### src/rtl/ffba_pkg.sv
// ----------------------------------------------------------------------------
// ffba_pkg: shared types and constants of the first-fit block allocator
// Word geometry of the map cells, scan link and mark command words, codes.
// ----------------------------------------------------------------------------
package ffba_pkg;

	localparam int WORD_W   = 32;
	localparam int IDX_W    = 5;
	localparam int LEN_W    = 7;
	localparam int POS_W    = 16;
	localparam int BLOCK_W  = 10;
	localparam int STATUS_W = 2;
	localparam int LEN_MAX  = (1 << LEN_W) - 1;

	localparam logic MODE_ACQUIRE = 1'b0;
	localparam logic MODE_FREE    = 1'b1;

	typedef enum logic [STATUS_W-1:0] {
		STAT_OK       = 2'd0,
		STAT_NO_SPACE = 2'd1,
		STAT_RANGE    = 2'd2
	} status_t;

	typedef enum logic [1:0] {
		S_IDLE,
		S_SCAN,
		S_DONE
	} state_t;

	typedef struct packed {
		logic             tok;
		logic             found;
		logic [LEN_W-1:0] carry;
		logic [POS_W-1:0] start;
	} link_t;

	typedef struct packed {
		logic             en;
		logic             set;
		logic [POS_W-1:0] start;
		logic [LEN_W-1:0] len;
	} mark_t;

endpackage

### src/rtl/ffba_cell.sv
// ----------------------------------------------------------------------------
// ffba_cell: one word of the used map
// Holds 32 map bits, evaluates the passing scan word against them and hands
// the running free count and first hit on to the next cell. Applies the
// broadcast mark command to its own bits.
// ----------------------------------------------------------------------------
module ffba_cell #(
	parameter int INDEX = 0,
	parameter int LW    = 11
) (
	input  logic                     clk,
	input  logic                     arst_n,
	input  ffba_pkg::link_t          link_in,
	output ffba_pkg::link_t          link_out,
	input  ffba_pkg::mark_t          mark,
	input  logic [LW-1:0]            scan_limit,
	input  logic [ffba_pkg::LEN_W-1:0] run_len
);

	localparam int WW   = ffba_pkg::WORD_W;
	localparam int IW   = ffba_pkg::IDX_W;
	localparam int LNW  = ffba_pkg::LEN_W;
	localparam int PW   = ffba_pkg::POS_W;
	localparam int BASE = INDEX * WW;
	localparam int SW   = $clog2(IW + 1);

	logic [WW-1:0]     word_q;
	ffba_pkg::link_t   link_q;

	logic [WW-1:0]     smear [IW+1];
	logic [IW:0]       m;
	logic [IW:0]       kb;
	logic [IW:0]       d;
	logic [WW-1:0]     sel;
	logic [WW-1:0]     sm;
	logic [WW-1:0]     pfree;
	logic [WW-1:0]     lim;
	logic [WW-1:0]     hit;
	logic [IW:0]       rem;
	logic [LW:0]       diff;
	logic [IW-1:0]     lo_idx;
	logic [IW-1:0]     hi_used;
	logic [IW:0]       lead;
	logic [LNW:0]      csum;
	logic [LNW-1:0]    carry_d;
	logic [PW:0]       st;
	logic              any_hit;
	logic [WW-1:0]     mmask;
	logic signed [PW+1:0] lo;
	logic signed [PW+1:0] hi;
	logic [IW:0]       lo_c;
	logic [IW:0]       hi_c;

	// used bits smeared upward over the request length
	always_comb begin
		smear[0] = word_q;
		for (int k = 1; k <= IW; k++) begin
			smear[k] = smear[k-1] | (smear[k-1] << (1 << (k-1)));
		end
		m = (run_len >= LNW'(WW)) ? (IW+1)'(WW) : (IW+1)'(run_len);
		kb = '0;
		for (int b = 0; b <= IW; b++) begin
			if (m[b]) begin
				kb = (IW+1)'(b);
			end
		end
		sel = smear[kb[SW-1:0]];
		if (kb == (IW+1)'(IW)) begin
			sel = smear[IW];
		end
		d = m - ((IW+1)'(1) << kb);
		sm = sel | (sel << d);
		pfree = ~smear[IW];
	end

	always_comb begin
		if ((LW+1)'(scan_limit) <= (LW+1)'(BASE)) begin
			diff = '0;
			rem = '0;
		end else begin
			diff = (LW+1)'(scan_limit) - (LW+1)'(BASE);
			rem = (diff >= (LW+1)'(WW)) ? (IW+1)'(WW) : diff[IW:0];
		end
		for (int i = 0; i < WW; i++) begin
			lim[i] = (IW+1)'(i) < rem;
			hit[i] = ~sm[i] & lim[i] &
				((8'(i + 1) >= 8'(run_len)) |
				 (pfree[i] & (8'(i + 1) + 8'(link_in.carry) >= 8'(run_len))));
		end
		any_hit = |hit;
		lo_idx = '0;
		for (int i = WW - 1; i >= 0; i--) begin
			if (hit[i]) begin
				lo_idx = IW'(i);
			end
		end
		hi_used = '0;
		for (int i = 0; i < WW; i++) begin
			if (word_q[i]) begin
				hi_used = IW'(i);
			end
		end
		lead = (IW+1)'(WW - 1) - (IW+1)'(hi_used);
		csum = (LNW+1)'(link_in.carry) + (LNW+1)'(WW);
		if (pfree[WW-1]) begin
			carry_d = (csum > (LNW+1)'(ffba_pkg::LEN_MAX)) ? LNW'(ffba_pkg::LEN_MAX) :
				csum[LNW-1:0];
		end else begin
			carry_d = LNW'(lead);
		end
		st = (PW+1)'(BASE) + (PW+1)'(lo_idx) + (PW+1)'(1) - (PW+1)'(run_len);
	end

	// mark window clipped to this word
	always_comb begin
		lo = $signed({2'b00, mark.start}) - (PW+2)'(BASE);
		hi = lo + $signed((PW+2)'(mark.len));
		if (lo < 0) begin
			lo_c = '0;
		end else if (lo > (PW+2)'(WW)) begin
			lo_c = (IW+1)'(WW);
		end else begin
			lo_c = lo[IW:0];
		end
		if (hi < 0) begin
			hi_c = '0;
		end else if (hi > (PW+2)'(WW)) begin
			hi_c = (IW+1)'(WW);
		end else begin
			hi_c = hi[IW:0];
		end
		for (int i = 0; i < WW; i++) begin
			mmask[i] = ((IW+1)'(i) >= lo_c) && ((IW+1)'(i) < hi_c);
		end
	end

	always_ff @(posedge clk or negedge arst_n) begin
		if (!arst_n) begin
			word_q <= '0;
			link_q <= '0;
		end else begin
			if (mark.en) begin
				word_q <= mark.set ? (word_q | mmask) : (word_q & ~mmask);
			end
			link_q.tok   <= link_in.tok;
			link_q.found <= link_in.found | any_hit;
			link_q.carry <= carry_d;
			link_q.start <= link_in.found ? link_in.start : PW'(st);
		end
	end

	assign link_out = link_q;

endmodule

### config.mk
export PLATFORM = sky130hd
export DESIGN_NAME = ffba_cell
export DESIGN_NICKNAME = d
export VERILOG_FILES = /design/src/rtl/ffba_pkg.sv /design/src/rtl/ffba_cell.sv
export SDC_FILE = /design/constraint.sdc
export NUM_CORES = 1
export LEC_CHECK = 0
export BUFFER_PORTS_ARGS = -buffer_cell sky130_fd_sc_hd__buf_4
export CAP_MARGIN = 20
export CORE_AREA = 3 3 165 167
export DETAILED_ROUTE_END_ITERATION = 8
export DIE_AREA = 0 0 168 170
export PLACE_DENSITY = 0.72
export RECOVER_POWER = 50
export SLEW_MARGIN = 20
export SYNTH_ARGS = -nofsm -noshare
export SYNTH_HDL_FRONTEND = slang
export SYNTH_SLANG_ARGS = --single-unit
### constraint.sdc
create_clock -name clk -period 14.8 [get_ports clk]
set_input_delay 1.48 -clock clk [delete_from_list [all_inputs] [get_ports clk]]
set_output_delay 1.48 -clock clk [all_outputs]
set_load 0.01 [all_outputs]
## Word-level counts from Yosys, hierarchy flattened

Index checks and enable logic that the tools add are counted.

| cells by class | value |
|---|---|
| add/sub/neg operators | 37 |
| order comparisons | 169 |
| eq/ne operators | 1 |
| shift operators | 2 |
| multiplexer cells | 83 |
| bitwise operators | 172 |
| reductions and logical operators | 33 |

Operator list:

| cell | count |
|---|---|
| $mux 5 | 62 |
| $ge 8x7->1 | 32 |
| $or 32x32->32 | 7 |
| $lt 5x6->1 const A | 32 |
| $add 5x7->8 const A | 16 |
| $mux 32 | 4 |
| $ge 5x7->1 const A | 16 |
| $and 1x1->1 | 96 |
| $bmux 32 s3 | 1 |
| $ge 5x6->1 const A | 16 |
| $lt 4x6->1 const A | 16 |
| $add 4x7->8 const A | 8 |
| $not 32->32 | 2 |
| $ge 4x7->1 const A | 8 |
| $ge 4x6->1 const A | 8 |
| $lt 3x6->1 const A | 8 |
| $mux 6 | 7 |
| $or 1x1->1 | 33 |
| $add 3x7->8 const A | 4 |
| $and 32x32->32 | 1 |
| $logic_and 1x1->1 | 32 |
| $not 1->1 | 32 |
| $reduce_or 32->1 | 1 |
| $shl 32x6->32 | 1 |
| 34 further kinds | 54 |

| storage, ports and cells | value |
|---|---|
| bits in registers | 57 |
| input bits | 70 |
| output and inout bits | 25 |
| logic and storage cells | 502 |

## Longest topological paths before layout

| logic depth | value |
|---|---|
| word-level depth | 52 |
| gate-level depth with buffers | 34 |

## Worst setup path before layout

No wires, ideal clock.

| path | value |
|---|---|
| path kind | input to register |
| start | input port run_len[6] (netlist bit) |
| end | register link_q, in the netlist link_out[6] |
| arrival | 7.411 ns |
| path slack | 7.264 ns |
| cell stages on the path | 28 |
| buffers on the path | 8 |
| cell sequence | buf_2 or3_1 buf_2 buf_6 buf_2 buf_2 nor2_1 ha_1 fa_1 inv_1 clkbuf_1 clkbuf_1 buf_1 mux4_2 a221oi_2 nand3_1 or2_1 a311oi_1 o21ai_1 a221oi_2 ha_1 ha_1 a21o_1 a21oi_1 o21bai_1 a21oi_1 xnor2_1 mux2_2 |

| on the way | value |
|---|---|
| cells in the longest elaborated chain, start to end | 52 |
| elaborated cells between the ends (all ways) | 276 |

Ends and longest elaborated chain:

| item | line | RTL |
|---|---|---|
| start: declaration | ffba_cell.sv:17 | `input logic [ffba_pkg::LEN_W-1:0] run_len` |
| $ge 7x6->1 | ffba_cell.sv:60 | `m = (run_len >= LNW'(WW)) ? (IW+1)'(WW) : (IW+1)'(run_len);` |
| $mux 6 | ffba_cell.sv:60 |  |
| $mux 1 | ffba_cell.sv:63 | `if (m[b]) begin` |
| $mux 2 (2 in series) | ffba_cell.sv:63 |  |
| $mux 3 (2 in series) | ffba_cell.sv:63 |  |
| $not 3->4 (not written as such) | ffba_cell.sv:67 | `sel = smear[kb[SW-1:0]];` |
| $bmux 32 s3 | ffba_cell.sv:67 |  |
| $mux 32 (not written as such) (2 in series) | ffba_cell.sv:67 |  |
| $mux 32 | ffba_cell.sv:68 | `if (kb == (IW+1)'(IW)) begin` |
| $shl 32x6->32 | ffba_cell.sv:72 | `sm = sel \| (sel << d);` |
| $or 32x32->32 | ffba_cell.sv:72 |  |
| $not 1->1 | ffba_cell.sv:86 | `hit[i] = ~sm[i] & lim[i] &` |
| $and 1x1->1 (2 in series) | ffba_cell.sv:86 |  |
| $mux 5 (32 in series) | ffba_cell.sv:93 | `if (hit[i]) begin` |
| $add 5x1->6 | ffba_cell.sv:111 | `st = (PW+1)'(BASE) + (PW+1)'(lo_idx) + (PW+1)'(1) - (PW+1)'(run_len);` |
| $sub 6x7->8 * | ffba_cell.sv:111 |  |
| $mux 16 * | ffba_cell.sv:148 | `link_q.start <= link_in.found ? link_in.start : PW'(st);` |
| end: declaration | ffba_cell.sv:28 | `ffba_pkg::link_t link_q;` |

Every way passes the cells marked *; elsewhere a longest branch is shown, timed or not. The select of a mux whose other input is x is not followed.
A chain may end at the register's enable or synchronous reset.

## Worst setup path in the final report

| path | value |
|---|---|
| start | input port run_len[4] (netlist bit) |
| end | register link_q, in the netlist link_out[11] |

The elaborated chain is that of the path after synthesis.

==> impl_metrics.py <==
metrics = {
    "outcome": {
        "status": "finished, violations left",
        "violations": "capacitance limit, slew limit",
    },
    "floorplanning": {
        "start_util": 0.544,
        "io_pins": 95,
        "placementRows": 59,
        "die_x_um": 168,
        "die_height_um": 170,
        "die_area_sq_um": 28600,
        "core_sq_um": 25900,
    },
    "timing": {
        "setup_tns_ns": 0,
        "worst_pin_slew_ns": 3.26,
        "rsz0062_at_grt": "no",
        "finalClockSkew_ns": 0.0193,
        "fin_ws_ns": 5.88,
        "hold_viol_final": 0,
        "slew_headroom": -1.17,
        "max_freq_ghz": 0.112,
        "period_needed_ns": 8.92,
        "fin_crit_sh": 0.603,
        "final-setup-viol-count": 0,
        "drv_slew": 58,
    },
    "place": {
        "dp_slack_ns": 5.89,
        "dpl.hpwl_mm": 51.7,
        "place_inst": 2217,
        "io_buffers": 94,
        "place_congestion": 1.12,
    },
    "cts": {
        "root_buffer": "clkbuf_16",
        "cts_tree": "done",
        "cts_setup_buffers": 0,
        "htreeDepth": 3,
        "clk_latency_ns": 0.36,
        "hold_buffers": 0,
        "cts_buffers": 9,
        "clockBufferDepth": 2,
        "clkSinkCount": 57,
        "cts_resized": 0,
        "clkSlewWorstSetupHoldPaths_ns": 0.07,
    },
    "grt": {
        "groute.usage.overall": 0.455,
        "grt_overflow": 0,
        "grt_pass1_wl_mm": 100,
        "grt_start_max_net_pins": 58,
        "grt_pass1_vias": 16122,
        "antenna_found_initial": 2,
    },
    "synthesis": {
        "synth_ff_type": "dfrtp_1",
        "yosys_warnings": 0,
        "ys_seq_area_frac": 0.101,
        "netlist_area_sq_um": 14100,
        "ys_top_cells_by_area": "ha_1 15%, dfrtp_1 10%, a21oi_1 5.7%",
        "ys_seq_elements": 57,
        "postSynth.asyncResetShare": 1.00,
        "synth_edf_count": 0,
        "postSynthCellCount": 1904,
        "syn_nets": 2146,
        "yosysTopAreaCell": "ha_1",
        "ys_types": 107,
        "yosys.area.top_type_share": 0.149,
        "syn_avg_cell_area_sq_um": 7.40,
    },
    "setup_path": {
        "critical_path_class": "in2reg",
        "ff2ff_path_depth": 22,
        "r2r_setup_slack_ns": 7.77,
        "cp_max_fo": 49,
        "reg2reg_to": "link_out[11]",
        "start_kind": "input pin",
        "cp-end-kind": "flip-flop",
        "arrival_ns": 9.20,
        "required_ns": 15.08,
    },
    "routing": {
        "postRouteWirelength_mm": 68.3,
        "ant_nets": 0,
        "drc": 0,
        "num_vias": 17237,
        "firstDrtPassIters": 8,
        "drt_iter0_drc": 3701,
        "via_per_inst": 7.71,
        "post_drt_wl_per_cell_um": 30.5,
    },
    "final_layout": {
        "final_layout_size_suffix_gt1_frac": 0.118,
        "fillers": 2403,
        "multi_input_area_sq_um": 11700,
        "final_cells": 2235,
        "syn_to_final_growth_pct": 6.74,
        "seqCellArea_sq_um": 1430,
        "nets": 2135,
    },
    "power": {
        "p_per_area_nw_per_um2": 56.6,
        "p_leak_nw": 6.37,
        "ir_drop_v": 0.0000521,
    },
    "worst_hold_path": {
        "min_to": "link_out[17]",
        "holdCritPathClass": "reg2reg",
        "hold_depth": 1,
    },
    "flow_run": {
        "cap_violations": 1,
    },
}
placed cells by master (no fill, tap or decap), types with 39 or more instances in the layout:
cell      Yosys  layout
a211oi_1     48      48
a21o_1       46      46
a21oi_1     160     160
a31oi_1      39      39
buf_4         7     102
dfrtp_1      57      57
ha_1        168     168
inv_1        95      95
nand2_1     165     165
nand3_1      44      44
nor2_1      127     127
nor3_1       52      52
o21ai_0     117     117
xnor2_1      86      85
routing by layer:
metal	part of all wire	wire [um]	up-vias	global-route usage
met4	0.083	5690	2	0.259
met3	0.14	9640	422	0.111
met5	0.00019	13	-	0
met2	0.42	28400	1622	0.705
met1	0.36	24500	7934	0.580
li1	-	-	7257	-
worst max-delay path, cell delays in order:
cell and delay (ns):
buf_4 0.21, or3_2 0.96, nor2_2 0.40, nand2_1 0.17, inv_1 0.11, fa_1 0.46, inv_1 0.20, buf_4 0.41
a2111oi_0 0.13, a31oi_1 0.70, mux4_2 0.52, nor2_1 0.06, a2111oi_0 0.66, a21boi_0 0.19, o211a_1 0.27, a32oi_1 0.19
o311ai_1 0.12, ha_1 0.21, ha_1 0.20, inv_1 0.07, fa_1 0.19, inv_1 0.05, a21oi_1 0.15, o21bai_1 0.11
a21oi_1 0.23, nor2_1 0.06, nor2_1 0.47, a21o_1 0.14
worst max-delay path by stage:
stage               start      endpoint  slack (ns)
6_report       run_len[4]  link_out[11]        5.88
5_1_grt        run_len[4]  link_out[11]        5.59
4_1_cts        run_len[4]  link_out[15]        6.21
3_5_place_dp   run_len[4]  link_out[13]        5.89
3_3_place_gp   run_len[4]  link_out[15]        5.95
2_1_floorplan  run_len[6]   link_out[6]        7.26
Yosys cell counts (20+ instances only):
cell type	n
mux2_2	27
a211oi_1	48
a31oi_1	39
a21o_1	46
nor4_1	27
nand3_1	44
nor2_1	127
dfrtp_1	57
a21oi_1	160
o211ai_1	36
ha_1	168
inv_1	95
buf_2	30
o21a_1	20
a211o_1	23
nor3_1	52
o21ai_0	117
xnor2_1	86
nand4_1	21
clkbuf_1	87
nand2_1	165
a221oi_1	20
cell type report:
type / instances / area share
inverter: 97 / 0.0242
clock buffer: 9 / 0.0150
timing repair buffer: 115 / 0.0544
sequential: 57 / 0.0949
antenna: 2 / 0.000333
clock inverter: 7 / 0.00358
multi-input combinational: 1613 / 0.780
tap: 335 / 0.0279
metrics by stage:
| step | util | cell area [sq um] | power (mW) | hold slack [ns] |
|---|---|---|---|---|
| 2_1_floorplan | - | 14100 | 0.465 | 0.506 |
| 3_3_place_gp | 0.571 | 14800 | 0.609 | 0.576 |
| 3_5_place_dp | 0.571 | 14800 | 0.618 | 0.579 |
| 4_1_cts | 0.582 | 15100 | 0.829 | 0.590 |
| 5_1_grt | 0.580 | 15000 | 0.884 | 0.644 |
| 6_report | 0.580 | 15000 | 0.850 | 0.608 |
power by group:
| part | switching, mW | total (mW) | internal, mW | leakage, nW |
|---|---|---|---|---|
| sequential | 0.00332 | 0.166 | 0.162 | 0.711 |
| clock | 0.0976 | 0.212 | 0.115 | 0.128 |
| combinational | 0.306 | 0.472 | 0.166 | 5.53 |
| total | 0.407 | 0.850 | 0.443 | 6.37 |
cells by family after synthesis:
kind of cell,synth area share
AO/OA/AOI/OAI,0.348
multiplexers,0.0489
XOR/XNOR,0.0572
flip-flops,0.101
buffers and inverters,0.0685
adder cells (fa/ha/maj),0.155
AND/OR/NAND/NOR,0.222
Note: power is estimated with default switching activity, not from simulation.
